$ cat src/rtl/stq_pkg.sv
// shared types, constants and codes of the sorted timer queue
`default_nettype none
package stq_pkg;

	localparam int SLOTS = 64;
	localparam int AW    = $clog2(SLOTS);
	localparam int CW    = $clog2(SLOTS + 1);

	localparam int NOW_W = 48;
	localparam int TGT_W = 49;
	localparam int DLY_W = 32;
	localparam int ID_W  = 48;
	localparam int CFG_W = 32;
	localparam int CIX_W = 2;

	typedef enum logic [1:0] {
		CMD_CREATE = 2'd0,
		CMD_DELETE = 2'd1,
		CMD_TICK   = 2'd2,
		CMD_NONE   = 2'd3
	} cmd_t;

	typedef enum logic [1:0] {
		KIND_CREATE = 2'd0,
		KIND_DELETE = 2'd1,
		KIND_FIRE   = 2'd2,
		KIND_SUM    = 2'd3
	} kind_t;

	typedef enum logic [1:0] {
		REG_MIN_DELAY = 2'd0,
		REG_MAX_FIRES = 2'd1,
		REG_MIN_WAIT  = 2'd2,
		REG_MAX_WAIT  = 2'd3
	} reg_t;

	typedef enum logic [1:0] {
		RD_IDX,
		RD_IDXM1,
		RD_IDXP1,
		RD_TOP
	} rd_sel_t;

	typedef enum logic {
		WR_INS,
		WR_RDATA
	} wr_sel_t;

	typedef enum logic [3:0] {
		ST_IDLE,
		ST_DISPATCH,
		ST_I_CHK,
		ST_I_CMP,
		ST_EMIT_C,
		ST_D_CHK,
		ST_D_CMP,
		ST_S_CHK,
		ST_S_WR,
		ST_EMIT_D,
		ST_T_CHK,
		ST_T_CMP,
		ST_T_FIRE,
		ST_T_SUM
	} state_t;

	typedef struct packed {
		logic [TGT_W-1:0] target;
		logic [DLY_W-1:0] interval;
		logic [ID_W-1:0]  ident;
		logic             once;
	} entry_t;

	localparam int ENTRY_W = $bits(entry_t);

	// controller to datapath
	typedef struct packed {
		logic    latch;
		logic    c_new;
		logic    ok_set;
		logic    ok_val;
		logic    idx_zero;
		logic    idx_inc;
		logic    idx_dec;
		logic    rd_en;
		rd_sel_t rd_sel;
		logic    wr_en;
		wr_sel_t wr_sel;
		logic    cnt_dec;
		logic    cnt_inc_idx;
		logic    fires_clr;
		logic    fire_take;
		logic    out_ld;
		kind_t   out_sel;
	} ctrl_t;

	// datapath to controller
	typedef struct packed {
		cmd_t cmd;
		logic full;
		logic count_zero;
		logic idx_zero;
		logic idx_at_count;
		logic idx_last;
		logic fire_ok;
		logic rd_lt;
		logic rd_late;
		logic id_match;
		logic ins_once;
		logic out_free;
	} stat_t;

endpackage
`default_nettype wire

$ cat src/rtl/stq_ctrl.sv
// controller: sequences create, delete and tick over the timer table
`default_nettype none
module stq_ctrl
	import stq_pkg::*;
(
	input  wire logic  clk,
	input  wire logic  arst_n,
	input  wire logic  in_valid,
	output logic       in_ready,
	input  wire stat_t st,
	output ctrl_t      ctl
);

	state_t state_q;
	state_t state_d;
	state_t ins_done;

	// state register
	always_ff @(posedge clk or negedge arst_n) begin
		if (!arst_n) begin
			state_q <= ST_IDLE;
		end else begin
			state_q <= state_d;
		end
	end

	assign ins_done = (st.cmd == CMD_CREATE) ? ST_EMIT_C : ST_T_CHK;

	// next state and commands
	always_comb begin
		state_d  = state_q;
		ctl      = '0;
		ctl.rd_sel  = RD_IDX;
		ctl.wr_sel  = WR_INS;
		ctl.out_sel = KIND_CREATE;
		in_ready = 1'b0;
		unique case (state_q)
			ST_IDLE: begin
				in_ready = 1'b1;
				if (in_valid) begin
					ctl.latch = 1'b1;
					state_d   = ST_DISPATCH;
				end
			end
			ST_DISPATCH: begin
				case (st.cmd)
					CMD_CREATE: begin
						ctl.ok_set = 1'b1;
						if (st.full) begin
							state_d = ST_EMIT_C;
						end else begin
							ctl.ok_val = 1'b1;
							ctl.c_new  = 1'b1;
							state_d    = ST_I_CHK;
						end
					end
					CMD_DELETE: begin
						ctl.idx_zero = 1'b1;
						state_d      = ST_D_CHK;
					end
					CMD_TICK: begin
						ctl.fires_clr = 1'b1;
						state_d       = ST_T_CHK;
					end
					default: state_d = ST_IDLE;
				endcase
			end
			// sorted insert: shift earlier targets up one slot
			ST_I_CHK: begin
				if (st.idx_zero) begin
					ctl.wr_en = 1'b1;
					state_d   = ins_done;
				end else begin
					ctl.rd_en  = 1'b1;
					ctl.rd_sel = RD_IDXM1;
					state_d    = ST_I_CMP;
				end
			end
			ST_I_CMP: begin
				ctl.wr_en = 1'b1;
				if (st.rd_lt) begin
					ctl.wr_sel  = WR_RDATA;
					ctl.idx_dec = 1'b1;
					state_d     = ST_I_CHK;
				end else begin
					state_d = ins_done;
				end
			end
			ST_EMIT_C: begin
				if (st.out_free) begin
					ctl.out_ld  = 1'b1;
					ctl.out_sel = KIND_CREATE;
					state_d     = ST_IDLE;
				end
			end
			// delete: search by id, then close the gap
			ST_D_CHK: begin
				if (st.idx_at_count) begin
					ctl.ok_set = 1'b1;
					state_d    = ST_EMIT_D;
				end else begin
					ctl.rd_en = 1'b1;
					state_d   = ST_D_CMP;
				end
			end
			ST_D_CMP: begin
				if (st.id_match) begin
					state_d = ST_S_CHK;
				end else begin
					ctl.idx_inc = 1'b1;
					state_d     = ST_D_CHK;
				end
			end
			ST_S_CHK: begin
				if (st.idx_last) begin
					ctl.cnt_dec = 1'b1;
					ctl.ok_set  = 1'b1;
					ctl.ok_val  = 1'b1;
					state_d     = ST_EMIT_D;
				end else begin
					ctl.rd_en  = 1'b1;
					ctl.rd_sel = RD_IDXP1;
					state_d    = ST_S_WR;
				end
			end
			ST_S_WR: begin
				ctl.wr_en   = 1'b1;
				ctl.wr_sel  = WR_RDATA;
				ctl.idx_inc = 1'b1;
				state_d     = ST_S_CHK;
			end
			ST_EMIT_D: begin
				if (st.out_free) begin
					ctl.out_ld  = 1'b1;
					ctl.out_sel = KIND_DELETE;
					state_d     = ST_IDLE;
				end
			end
			// tick: fire from the top while due and under the limit
			ST_T_CHK: begin
				ctl.rd_sel = RD_TOP;
				ctl.rd_en  = !st.count_zero;
				state_d    = (st.fire_ok && !st.count_zero) ? ST_T_CMP : ST_T_SUM;
			end
			ST_T_CMP: begin
				if (st.rd_late) begin
					state_d = ST_T_SUM;
				end else begin
					ctl.fire_take = 1'b1;
					state_d       = ST_T_FIRE;
				end
			end
			ST_T_FIRE: begin
				if (st.out_free) begin
					ctl.out_ld  = 1'b1;
					ctl.out_sel = KIND_FIRE;
					if (st.ins_once) begin
						state_d = ST_T_CHK;
					end else begin
						ctl.cnt_inc_idx = 1'b1;
						state_d         = ST_I_CHK;
					end
				end
			end
			ST_T_SUM: begin
				if (st.out_free) begin
					ctl.out_ld  = 1'b1;
					ctl.out_sel = KIND_SUM;
					state_d     = ST_IDLE;
				end
			end
			default: state_d = ST_IDLE;
		endcase
	end

	// a new beat is only taken from idle
	a_accept_idle: assert property (@(posedge clk) disable iff (!arst_n)
		ctl.latch |=> state_q == ST_DISPATCH)
		else $error("input taken outside idle");

	// the table is never read and written from the same state slot by chance
	a_rd_wr_excl: assert property (@(posedge clk) disable iff (!arst_n)
		!(ctl.rd_en && ctl.wr_en))
		else $error("table read and write in one cycle");

	// a fire is always followed by more work, never by idle
	a_fire_not_last: assert property (@(posedge clk) disable iff (!arst_n)
		(ctl.out_ld && ctl.out_sel == KIND_FIRE) |-> state_d != ST_IDLE)
		else $error("tick ended on a fire result");

endmodule
`default_nettype wire

$ cat config.mk
export PLATFORM = sky130hd
export DESIGN_NAME = stq_ctrl
export DESIGN_NICKNAME = d
export VERILOG_FILES = /design/src/rtl/stq_pkg.sv /design/src/rtl/stq_ctrl.sv
export SDC_FILE = /design/constraint.sdc
export NUM_CORES = 1
export LEC_CHECK = 0
export ABC_CLOCK_PERIOD_IN_PS = 3900
export BUFFER_PORTS_ARGS = -buffer_cell sky130_fd_sc_hd__buf_2
export CAP_MARGIN = 20
export CORE_MARGIN = 3
export CORE_UTILIZATION = 49
export CTS_BUF_LIST = sky130_fd_sc_hd__clkbuf_16
export DETAILED_ROUTE_END_ITERATION = 8
export GPL_TIMING_DRIVEN = 0
export PLACE_DENSITY = 0.84
export SLEW_MARGIN = 5
export SYNTH_ARGS = -nofsm -noshare
export SYNTH_HDL_FRONTEND = slang
export SYNTH_SLANG_ARGS = --single-unit
$ cat constraint.sdc
create_clock -name clk -period 3.9 [get_ports clk]
set_input_delay 0.585 -clock clk [delete_from_list [all_inputs] [get_ports clk]]
set_output_delay 0.585 -clock clk [all_outputs]
set_load 0.02 [all_outputs]
# Word level (Yosys, flattened, before mapping)
# Cells that the tools add are included.
totals:
  ff_bits: 4
  in_bits: 16
  output_inout_bits: 20
  elab_cells: 79
classes:
  n_eq_ne: 18
  muxes: 53
  n_reduce_logical: 7
ops:
  columns: ["cell", "count"]
  rows:
  - ["$pmux W4 S12", 1]
  - ["$mux W4", 8]
  - ["$mux W3", 9]
  - ["$eq A4 B4 Y1 const B", 6]
  - ["$mux W1", 24]
  - ["$eq A4 B3 Y1 const B", 4]
  - ["$pmux W3 S4", 1]
  - ["$pmux W4 S3", 1]
  - ["$eq A4 B2 Y1 const B", 2]
  - ["$pmux W1 S2", 4]
  - ["$pmux W2 S3", 1]
  - ["$eq A4 B1 Y1 const B", 1]
  - ["$logic_not A4 Y1", 1]
  - ["$mux W2", 2]
  - ["$ne A2 B2 Y1 const B", 2]
  - ["$pmux W1 S4", 1]
  - ["$pmux W1 S3", 1]
  - ["$reduce_and A3 Y1", 1]
  - ["$reduce_or A3 Y1", 1]
  - ["$eq A2 B1 Y1 const B", 1]
  - ["$eq A2 B2 Y1 const B", 1]
  - ["$logic_not A2 Y1", 1]
  - ["$ne A2 B1 Y1 const B", 1]
  - ["$reduce_or A2 Y1", 1]
  - ["2 further kinds", 2]

# Depth between registers and ports, before layout
# Gate-level depths: netlist (run 1).
logic_depth:
  depth_word: 4
  mapped_depth: 6
  ltp_nobuf: 4

# Worst setup path before layout (run 1)
# Ideal clock, no wire load.
synth_path:
  path_kind: "register to output"
  startpoint: "register state_q[0]"
  endpoint: "output port ctl[18] (netlist name)"
  arrival_time_ps: 1864
  required_ps: 3315
  slack_ps: 1451
  path_stages_with_launch: 5
  path_buffers: 2
  cell_sequence: "dfrtp_1 buf_2 buf_2 nor4_1 and2_1"
synth_rtl:
  columns: ["item", "line_no", "source"]
  rows:
  - ["start, declared", "stq_ctrl.sv:14", "state_t state_q;"]
  - ["start signal, assigned", "stq_ctrl.sv:23", "state_q <= state_d;"]
  - ["end, declared", "stq_ctrl.sv:11", "output ctrl_t ctl"]

==> results of run 1 <==
==> worst max-delay path, delay by kind of cell, from the launching register on <==
| family | cells | cell delay [ns] |
|---|---|---|
| buffers and inverters | 4 | 1.10 |
| AO/OA/AOI/OAI | 2 | 0.21 |
| flip-flops | 1 | 0.37 |
==> kinds of logic after synthesis <==
| group | synth area share, % |
|---|---|
| simple gates | 44.0 |
| compound gates | 32.6 |
| buf+inv | 8.77 |
| flops | 13.2 |
| mux | 1.32 |
==> synthesized netlist by cell type, types with 2 or more instances <==
cell type	n	share of area [%]
nor4_1	2	1.7
clkbuf_1	2	0.99
dfrtp_1	4	13
nand2b_1	11	9.1
nor2b_1	4	3.3
inv_1	4	2.0
a21oi_1	9	6.0
o22a_1	4	4.6
nand2_1	7	3.5
buf_2	5	3.3
o31a_1	2	2.3
o21ai_0	2	1.3
a21boi_0	2	2.0
o22ai_1	4	3.3
nor3b_1	2	2.0
nor2_1	18	8.9
nand3_1	3	2.0
nor3_1	4	2.6
==> per-stage QoR <==
| stage | hold slack, ns | power [mW] | cells | setup WS, ns |
|---|---|---|---|---|
| finish | 0.158 | 0.788 | 165 | 1.40 |
| global route | 0.167 | 0.846 | 165 | 1.32 |
| global placement | 0.390 | 0.602 | 162 | 1.74 |
| floorplan | 0.289 | 0.474 | 112 | 1.45 |
| CTS | 0.159 | 0.781 | 165 | 1.44 |
| detailed placement | 0.397 | 0.614 | 162 | 1.67 |
==> metal layers <==
layer / track usage, % / vias up / share of wire [%]
met1: 35.6 / 481 / 41
met3: 4.38 / 12 / 8.9
li1: - / 491 / -
met4: 12.3 / 0 / 2.6
met5: 0 / - / 0
met2: 47.7 / 60 / 47
==> final timing paths <==
kind	startpoint	to	cells after the start
max in group asynchronous	arst_n	state_q[1]	1
worst max register to register	state_q[2]	state_q[0]	5
worst min register to register	state_q[1]	state_q[2]	3
worst max-delay path	state_q[1]	ctl[11]	6
min in group clk	st[12]	state_q[2]	2
worst min-delay path	arst_n	state_q[3]	1
==> layout make-up <==
| class | instances | area share (%) |
|---|---|---|
| multi-input cells | 95 | 57.5 |
| repair buffers | 35 | 17.1 |
| flip-flops and latches | 4 | 9.77 |
| clock buffers | 3 | 7.33 |
| plain buffers | 9 | 5.01 |
| well taps | 15 | 1.83 |
| inverters | 4 | 1.47 |
==> where the power goes <==
part           internal, mW  switching (mW)
Clock                 0.131          0.0325
Sequential           0.0609          0.0237
Combinational         0.211           0.329
==> flow_metrics.tcl, run 1 <==
set metrics [dict create \
    status "finished, final reports clean" \
    async_flop_share_pct 100 \
    timing.final.max_slew_violations 0 \
    firstDrtPassIters 4 \
    fillCellCount 112 \
    placement_rows 13 \
    area_delta_synth_final_pct 35.6 \
    grt_antenna_before_repair 0 \
    max_stage_delay_ns 0.39 \
    via_count 1044 \
    die_x_um 45.3 \
    setup.worst_path.class "register to primary output" \
    max_flop_register "state_q" \
    largest_reg_flops 4 \
    finalCriticalPeriod_ns 2.50 \
    required_ns 3.31 \
    commonest_non_fill_non_tap_cell_in_the_layout "buf_2" \
    design.core.area_um2 1370 \
    dr_iter_0_viols 30 \
    cts-hold-fix-buffers 0 \
    final_layout_size_suffix_gt1_share_pct 36.0 \
    antenna-diode-count 0 \
    slowest_cell_on_the_critical_path "clkbuf_1" \
    place.detailed.hpwl_um 1960 \
    syn_nets 128 \
    synth_enable_flop_cells 0 \
    die-height_um 45.3 \
    post-route-period-util_pct 64.0 \
    grt_max_degree 11 \
    initial_core_util_pct 55.3 \
    avgRoutedWirePerCell_um 15.6 \
    max_clock_freq_ghz 0.401 \
    post-route-cell-area_um2 1020 \
    wl_um 2580 \
    multi_input_area_um2 589 \
    grt_use_total_pct 28.4 \
    mapped_area_um2 756 \
    vias_per_cell 6.33 \
    gp_routability_congestion 0.922 \
    final_cell_mix "buf_2 (40), nor2_1 (18), nand2b_1 (11)" \
    worst_tran_pin_value_ns 0.417 \
    max_cap_violations 0 \
    cts_inserted_buffers 3 \
    cts.path.max_buffers 2 \
    synth_seq_area_share_pct 13.2 \
    min_path_type "input port to async pin" \
    synthFlopType "dfrtp_1" \
    path_clk_slew_ns 0.03 \
    syn_inst 112 \
    worstPathArrival_ns 1.91 \
    drc_errors 0 \
    critical_path.max_fanout 10 \
    timing.max_slew.rel_slack_pct 71.5 \
    finalCoreUtilization_pct 75.0 \
    clkSinkCount 4 \
    tns_ns 0 \
    htreeDepth 1 \
    timing_hold_violations_final 0 \
    syn-mean-instance-area_um2 6.75 \
    postRouteAntennaNets 0 \
    synthesis.yosys.warnings 0 \
    setup.worst_path.start_class "register" \
    critical_path.most_common_cell "buf_2" \
    synth-seq-cells 4 \
    post_cts_buffers 0 \
    kind_of_end_point_of_the_critical_path "primary output" \
    regToRegSetupSlack_ns 2.13 \
    die_area_um2 2050 \
    finalNetCount 168 \
    cts.repair.resized 0 \
    first_global_vias 965 \
    setup_repair_after_global_routing_missed_its_margin "false" \
    port_buffers 35 \
    yosys_cell_types 41 \
    cts_tree "built" \
    global_route.overflow_total 0 \
    setup_skew_ns 0.00241 \
    p_leak_nw 0.502 \
    grt_first_pass_wirelength_um 4300 \
    layout.area.seq_um2 100 \
    worstSkewPairLatency_ns 0.23 \
    cellPowerDensity_nw_per_um2 769 \
    cts_root_cell "clkbuf_16" \
    timing.critical_path.cells "buf_2 -> clkbuf_1 -> buf_2 -> o21ai_0 -> o21ai_0 -> buf_2" \
    setup_viol 0 \
    boundaryPins 36 \
    placement.cell_area_um2 950 \
    registers_with_the_most_flip_flops "state_q x4" \
    max-vdd-ir-drop_uv 511 \
]
(Power assumes the default switching activity.)
==> run 2: changes to the inputs <==
- ABC_AREA: not set -> 1
- ABC_CLOCK_PERIOD_IN_PS: 3900 -> 2500
- CORE_UTILIZATION: 49 -> 43
- PLACE_DENSITY: 0.84 -> 0.78
- clock period: 3.9 -> 2.5 ns (I/O delays scaled with it)
==> flow_metrics.tcl, run 2 <==
set metrics [dict create \
    max_clock_freq_ghz 0.511 \
    grt_use_total_pct 22.6 \
    area_delta_synth_final_pct 42.3 \
    worstSkewPairLatency_ns 0.22 \
    timing.max_slew.rel_slack_pct 75.1 \
    worst_tran_pin_value_ns 0.373 \
    cts_inserted_buffers 3 \
    area_share_of_the_leading_cell_type_in_the_synthesized_netlist_pct 24.5 \
    synthesis.yosys.warnings 0 \
    dpl.cell_count 185 \
    max_cap_violations 0 \
    drc_errors 0 \
    die_x_um 45.2 \
    largest_reg_flops 4 \
    path_clk_slew_ns 0.03 \
    initial_core_util_pct 48.3 \
    finalNetCount 192 \
    timing.final.max_slew_violations 0 \
    syn_inst 135 \
    mapped_area_um2 659 \
    max_flop_register "state_q" \
    cts_tree "built" \
    vias_per_cell 4.90 \
    commonest_non_fill_non_tap_cell_in_the_layout "nand2_1" \
    worstSetupEndpoint "ctl[11]" \
    boundaryPins 36 \
    synth-seq-cells 4 \
    startpoint_of_the_worst_setup_timing_path "state_q[0]" \
    die_area_um2 2040 \
    final_cell_mix "nand2_1 (43), buf_2 (35), nor2_1 (26)" \
    finalNonFillerCells 189 \
    synth_seq_area_share_pct 15.2 \
    tns_ns 0 \
    fillCellCount 139 \
    setup_skew_ns 0.00453 \
    multi_input_area_um2 465 \
    syn-mean-instance-area_um2 4.88 \
    antenna-diode-count 0 \
    synth_enable_flop_cells 0 \
    design.core.area_um2 1370 \
    grt_antenna_before_repair 0 \
    grt_max_degree 8 \
    grt_first_pass_wirelength_um 3390 \
    htreeDepth 1 \
    rr_worst_depth 8 \
    yosys.cell_count.top_type "nand2_1" \
    yosys_cell_types 16 \
    global_route.overflow_total 0 \
    postRouteAntennaNets 0 \
    async_flop_share_pct 100 \
    placement_rows 13 \
    post-route-period-util_pct 78.2 \
    die-height_um 45.2 \
    synth_commonest_cells "nand2_1 (43), nor2_1 (26), inv_1 (19)" \
    cellPowerDensity_nw_per_um2 1060 \
    timing_hold_violations_final 0 \
    kind_of_end_point_of_the_critical_path "primary output" \
    wl_um 2070 \
    gp_routability_congestion 0.919 \
    critical_path.reg2reg.startpoint "state_q[0]" \
    synthFlopType "dfrtp_1" \
    via_count 927 \
    critical_path.max_fanout 6 \
    finalCoreUtilization_pct 68.7 \
    max-vdd-ir-drop_uv 783 \
    layout.area.seq_um2 100 \
    syn_nets 151 \
    required_ns 2.12 \
    finalCriticalPeriod_ns 1.96 \
    place.detailed.hpwl_um 1680 \
    regToRegSetupSlack_ns 1.12 \
    cts_root_cell "clkbuf_16" \
    avgRoutedWirePerCell_um 11.0 \
    setup.worst_path.start_class "register" \
    status "finished, final reports clean" \
    r2r-end "state_q[0]" \
    setup_viol 0 \
    placement_setup_slack_ns 0.818 \
    min_path_type "input port to register" \
    cts.path.max_buffers 2 \
    final_layout_size_suffix_gt1_share_pct 29.9 \
    dr_iter_0_viols 22 \
    firstDrtPassIters 4 \
    netlist.top_cell.by_area "nand2_1" \
    registers_with_the_most_flip_flops "state_q x4" \
    worstPathArrival_ns 1.58 \
    first_global_vias 818 \
    clkSinkCount 4 \
    setup_repair_after_global_routing_missed_its_margin "false" \
    worst_slack_ns 0.544 \
    setup.worst_path.class "register to primary output" \
    p_leak_nw 0.630 \
    port_buffers 35 \
    synth.area.top_cells "nand2_1 (24%), dfrtp_1 (15%), nor2_1 (15%)" \
]
[run 2: how the worst min path moves through the flow]
stage	start	slack, ns	endpoint	depth (start not counted)
floorplan	arst_n	0.08	state_q[0]	0
global placement	arst_n	0.18	state_q[3]	1
detailed placement	arst_n	0.18	state_q[3]	1
CTS	st[8]	0.46	state_q[2]	3
global route	st[8]	0.48	state_q[2]	3
finish	st[8]	0.46	state_q[2]	3
[run 2: kinds of logic after synthesis]
family | Yosys count | synth area share (%)
and+or+nand+nor | 95 | 60.5
buffers and inverters | 25 | 14.2
AOI/OAI and AO/OA | 11 | 10.1
DFF | 4 | 15.2
[run 2: layer usage]
| metal | GRT usage, % | part of all wire [%] | up-vias |
|---|---|---|---|
| li1 | - | - | 495 |
| met1 | 29.5 | 45 | 397 |
| met2 | 38.4 | 48 | 35 |
| met3 | 4.78 | 7.0 | 0 |
| met4 | 3.51 | 0 | 0 |
| met5 | 0 | 0 | - |
[run 2: layout make-up]
cell class	instances	area share, %
tap	15	2.00
timing repair buffer	36	19.7
inverter	25	10.0
sequential	4	10.7
clock buffer	3	8.00
multi-input combinational	106	49.6
[run 2: per-stage QoR]
step / instance area, µm² / hold slack [ns] / total power [mW]
2_1_floorplan: 659 / 0.0794 / 0.569
3_3_place_gp: 853 / 0.179 / 0.725
3_5_place_dp: 853 / 0.182 / 0.730
4_1_cts: 938 / 0.464 / 0.992
5_1_grt: 938 / 0.484 / 1.08
6_report: 938 / 0.458 / 0.990
[run 2: power by group]
| part | total (mW) | leakage [nW] | switching [mW] | internal [mW] |
|---|---|---|---|---|
| clock | 0.248 | 0.0370 | 0.0435 | 0.204 |
| sequential | 0.146 | 0.0512 | 0.0523 | 0.0937 |
| combinational | 0.597 | 0.542 | 0.409 | 0.187 |
[run 2: worst max-delay path, stage by stage, from the launching register on]
cell       delay, ns
dfrtp_1         0.48
nand2_1         0.15
inv_1           0.14
nand2_1         0.08
or2_1           0.23
o2111ai_1       0.08
buf_2           0.20
[run 2: what timing repair did]
action	in CTS	in global routing
endpoints found under the hold margin	4	0
hold buffers	1	0
resized for setup	0	0
buffers inserted	0	0
==> run 3: changes to the inputs <==
- ABC_CLOCK_PERIOD_IN_PS: 2500 -> 1620
- CORE_UTILIZATION: 43 -> 39
- PLACE_DENSITY: 0.78 -> 0.74
- clock period: 2.5 -> 1.62 ns (I/O delays scaled with it)
==> flow_metrics.tcl, run 3 (synthesized netlist as in run 2, its figures left out) <==
set metrics [dict create \
    max-vdd-ir-drop_uv 1130 \
    timing.final.max_slew_violations 0 \
    setup_repair_after_global_routing_missed_its_margin "true" \
    multi_input_area_um2 572 \
    placement_rows 14 \
    cts_root_cell "clkbuf_16" \
    maxUsedRoutingLayer "met4" \
    die-height_um 47.1 \
    violations "negative setup slack" \
    cts.path.max_buffers 2 \
    die_x_um 47.1 \
    area_delta_synth_final_pct 77.0 \
    postRouteAntennaNets 0 \
    htreeDepth 1 \
    finalNetCount 201 \
    setup_viol 10 \
    startpoint_of_the_worst_setup_timing_path "state_q[2]" \
    first_global_vias 878 \
    regToRegSetupSlack_ns 0.09 \
    r2r-end "state_q[3]" \
    global_route.overflow_total 0 \
    post-route-period-util_pct 104 \
    setup.worst_path.start_class "register" \
    worstSkewPairLatency_ns 0.23 \
    registers_with_the_most_flip_flops "state_q x4" \
    commonest_non_fill_non_tap_cell_in_the_layout "nand2_1" \
    max_cap_violations 0 \
    setup.worst_path.class "register to primary output" \
    finalNonFillerCells 199 \
    cts_inserted_buffers 3 \
    dr_iter_0_viols 40 \
    routed-wl-met2_um 1280 \
    timing_hold_violations_final 0 \
    vias_per_cell 5.32 \
    setup_skew_ns 0.00137 \
    max_stage_delay_ns 0.42 \
    timing.critical_path.cells "inv_4 -> nor2_4 -> nand2_4 -> or2_4 -> o2111ai_2 -> buf_6" \
    drc_errors 0 \
    p_leak_nw 0.705 \
    cts_tree "built" \
    grt_antenna_before_repair 0 \
    grt_use_total_pct 23.8 \
    clkSinkCount 4 \
    max_clock_freq_ghz 0.594 \
    gp_routability_congestion 0.958 \
    critical_path.max_fanout 5 \
    boundaryPins 36 \
    tns_ns -0.283 \
    dpl.cell_count 186 \
    cellPowerDensity_nw_per_um2 1700 \
    place.detailed.hpwl_um 1680 \
    max_flop_register "state_q" \
    slowest_cell_on_the_critical_path "dfrtp_2" \
    die_area_um2 2220 \
    critical_path.reg2reg.startpoint "state_q[0]" \
    finalCoreUtilization_pct 75.7 \
    met3_length_um 251 \
    via_count 1058 \
    path_clk_slew_ns 0.03 \
    design.core.area_um2 1540 \
    finalCriticalPeriod_ns 1.68 \
    grt_max_degree 7 \
    antenna-diode-count 0 \
    worstSetupEndpoint "ctl[11]" \
    layout.area.seq_um2 105 \
    worst_tran_pin_value_ns 0.403 \
    grt_first_pass_wirelength_um 3790 \
    avgRoutedWirePerCell_um 13.7 \
    port_buffers 35 \
    final_layout_size_suffix_gt1_share_pct 45.9 \
    kind_of_end_point_of_the_critical_path "primary output" \
    timing.max_slew.rel_slack_pct 73.1 \
    firstDrtPassIters 4 \
    min_path_type "input port to register" \
    fillCellCount 114 \
    initial_core_util_pct 42.8 \
    required_ns 1.38 \
    met1_wire_length_um 1120 \
    worst_slack_ns -0.0644 \
    rr_worst_depth 9 \
    wl_um 2730 \
    worstPathArrival_ns 1.44 \
    final_cell_mix "nand2_1 (37), buf_2 (23), nor2_1 (19)" \
    largest_reg_flops 4 \
    status "complete, but fails checks" \
]
==> run 3: cell types whose count changed in the layout (fill, tap and decap cells not counted), sizes merged <==
cell,change
buf,+9
==> run 3: per-stage QoR <==
stage | power (mW) | worst slack (ns) | instance area (µm²) | hold WS [ns]
after floorplan | 0.878 | 0.0391 | 659 | -0.0526
after global placement | 1.12 | 0.0704 | 855 | 0.0459
after detailed placement | 1.13 | 0.0604 | 855 | 0.0486
after CTS | 1.76 | -0.0360 | 1060 | 0.330
after global routing | 2.11 | -0.118 | 1170 | 0.343
final | 1.98 | -0.0644 | 1170 | 0.333
==> run 3: report_power, final <==
group	internal, mW	leakage [nW]	switching [mW]
combinational	0.490	0.622	0.840
clock	0.316	0.0370	0.0774
sequential	0.153	0.0460	0.108
==> run 3: worst min-delay path by stage <==
| stage | start | endpoint | depth (start not counted) |
|---|---|---|---|
| after floorplan | arst_n | state_q[0] | 0 |
| after global placement | arst_n | state_q[3] | 1 |
| after detailed placement | arst_n | state_q[0] | 1 |
| after CTS | st[8] | state_q[2] | 3 |
| after global routing | st[8] | state_q[2] | 3 |
| final | st[8] | state_q[2] | 3 |
==> run 3: timing repair <==
action,CTS,global route
setup endpoints to repair,11,16
gates resized for setup,31,22
hold buffers,1,0
setup buffers,4,5
hold endpoints to repair,4,0
pin swaps,2,6
==> run 3: critical path: cells and delay by family (launching register included) <==
kind            cells  cell delay (ns)
flops               1             0.42
buf+inv             2             0.23
simple gates        3             0.50
compound gates      1             0.07
==> run 3: routing by layer <==
layer  vias to the layer above  track usage (%)
li1                        516                -
met1                       464             31.2
met2                        68             40.4
met3                        10             3.07
met4                         0             7.18
met5                         -                0
==> run 3: final cells by class <==
type,instances,area share (%)
timing repair buffer,45,25.2
sequential,4,9.00
multi-input combinational,106,49.0
clock buffer,3,6.43
tap,16,1.71
inverter,25,8.68
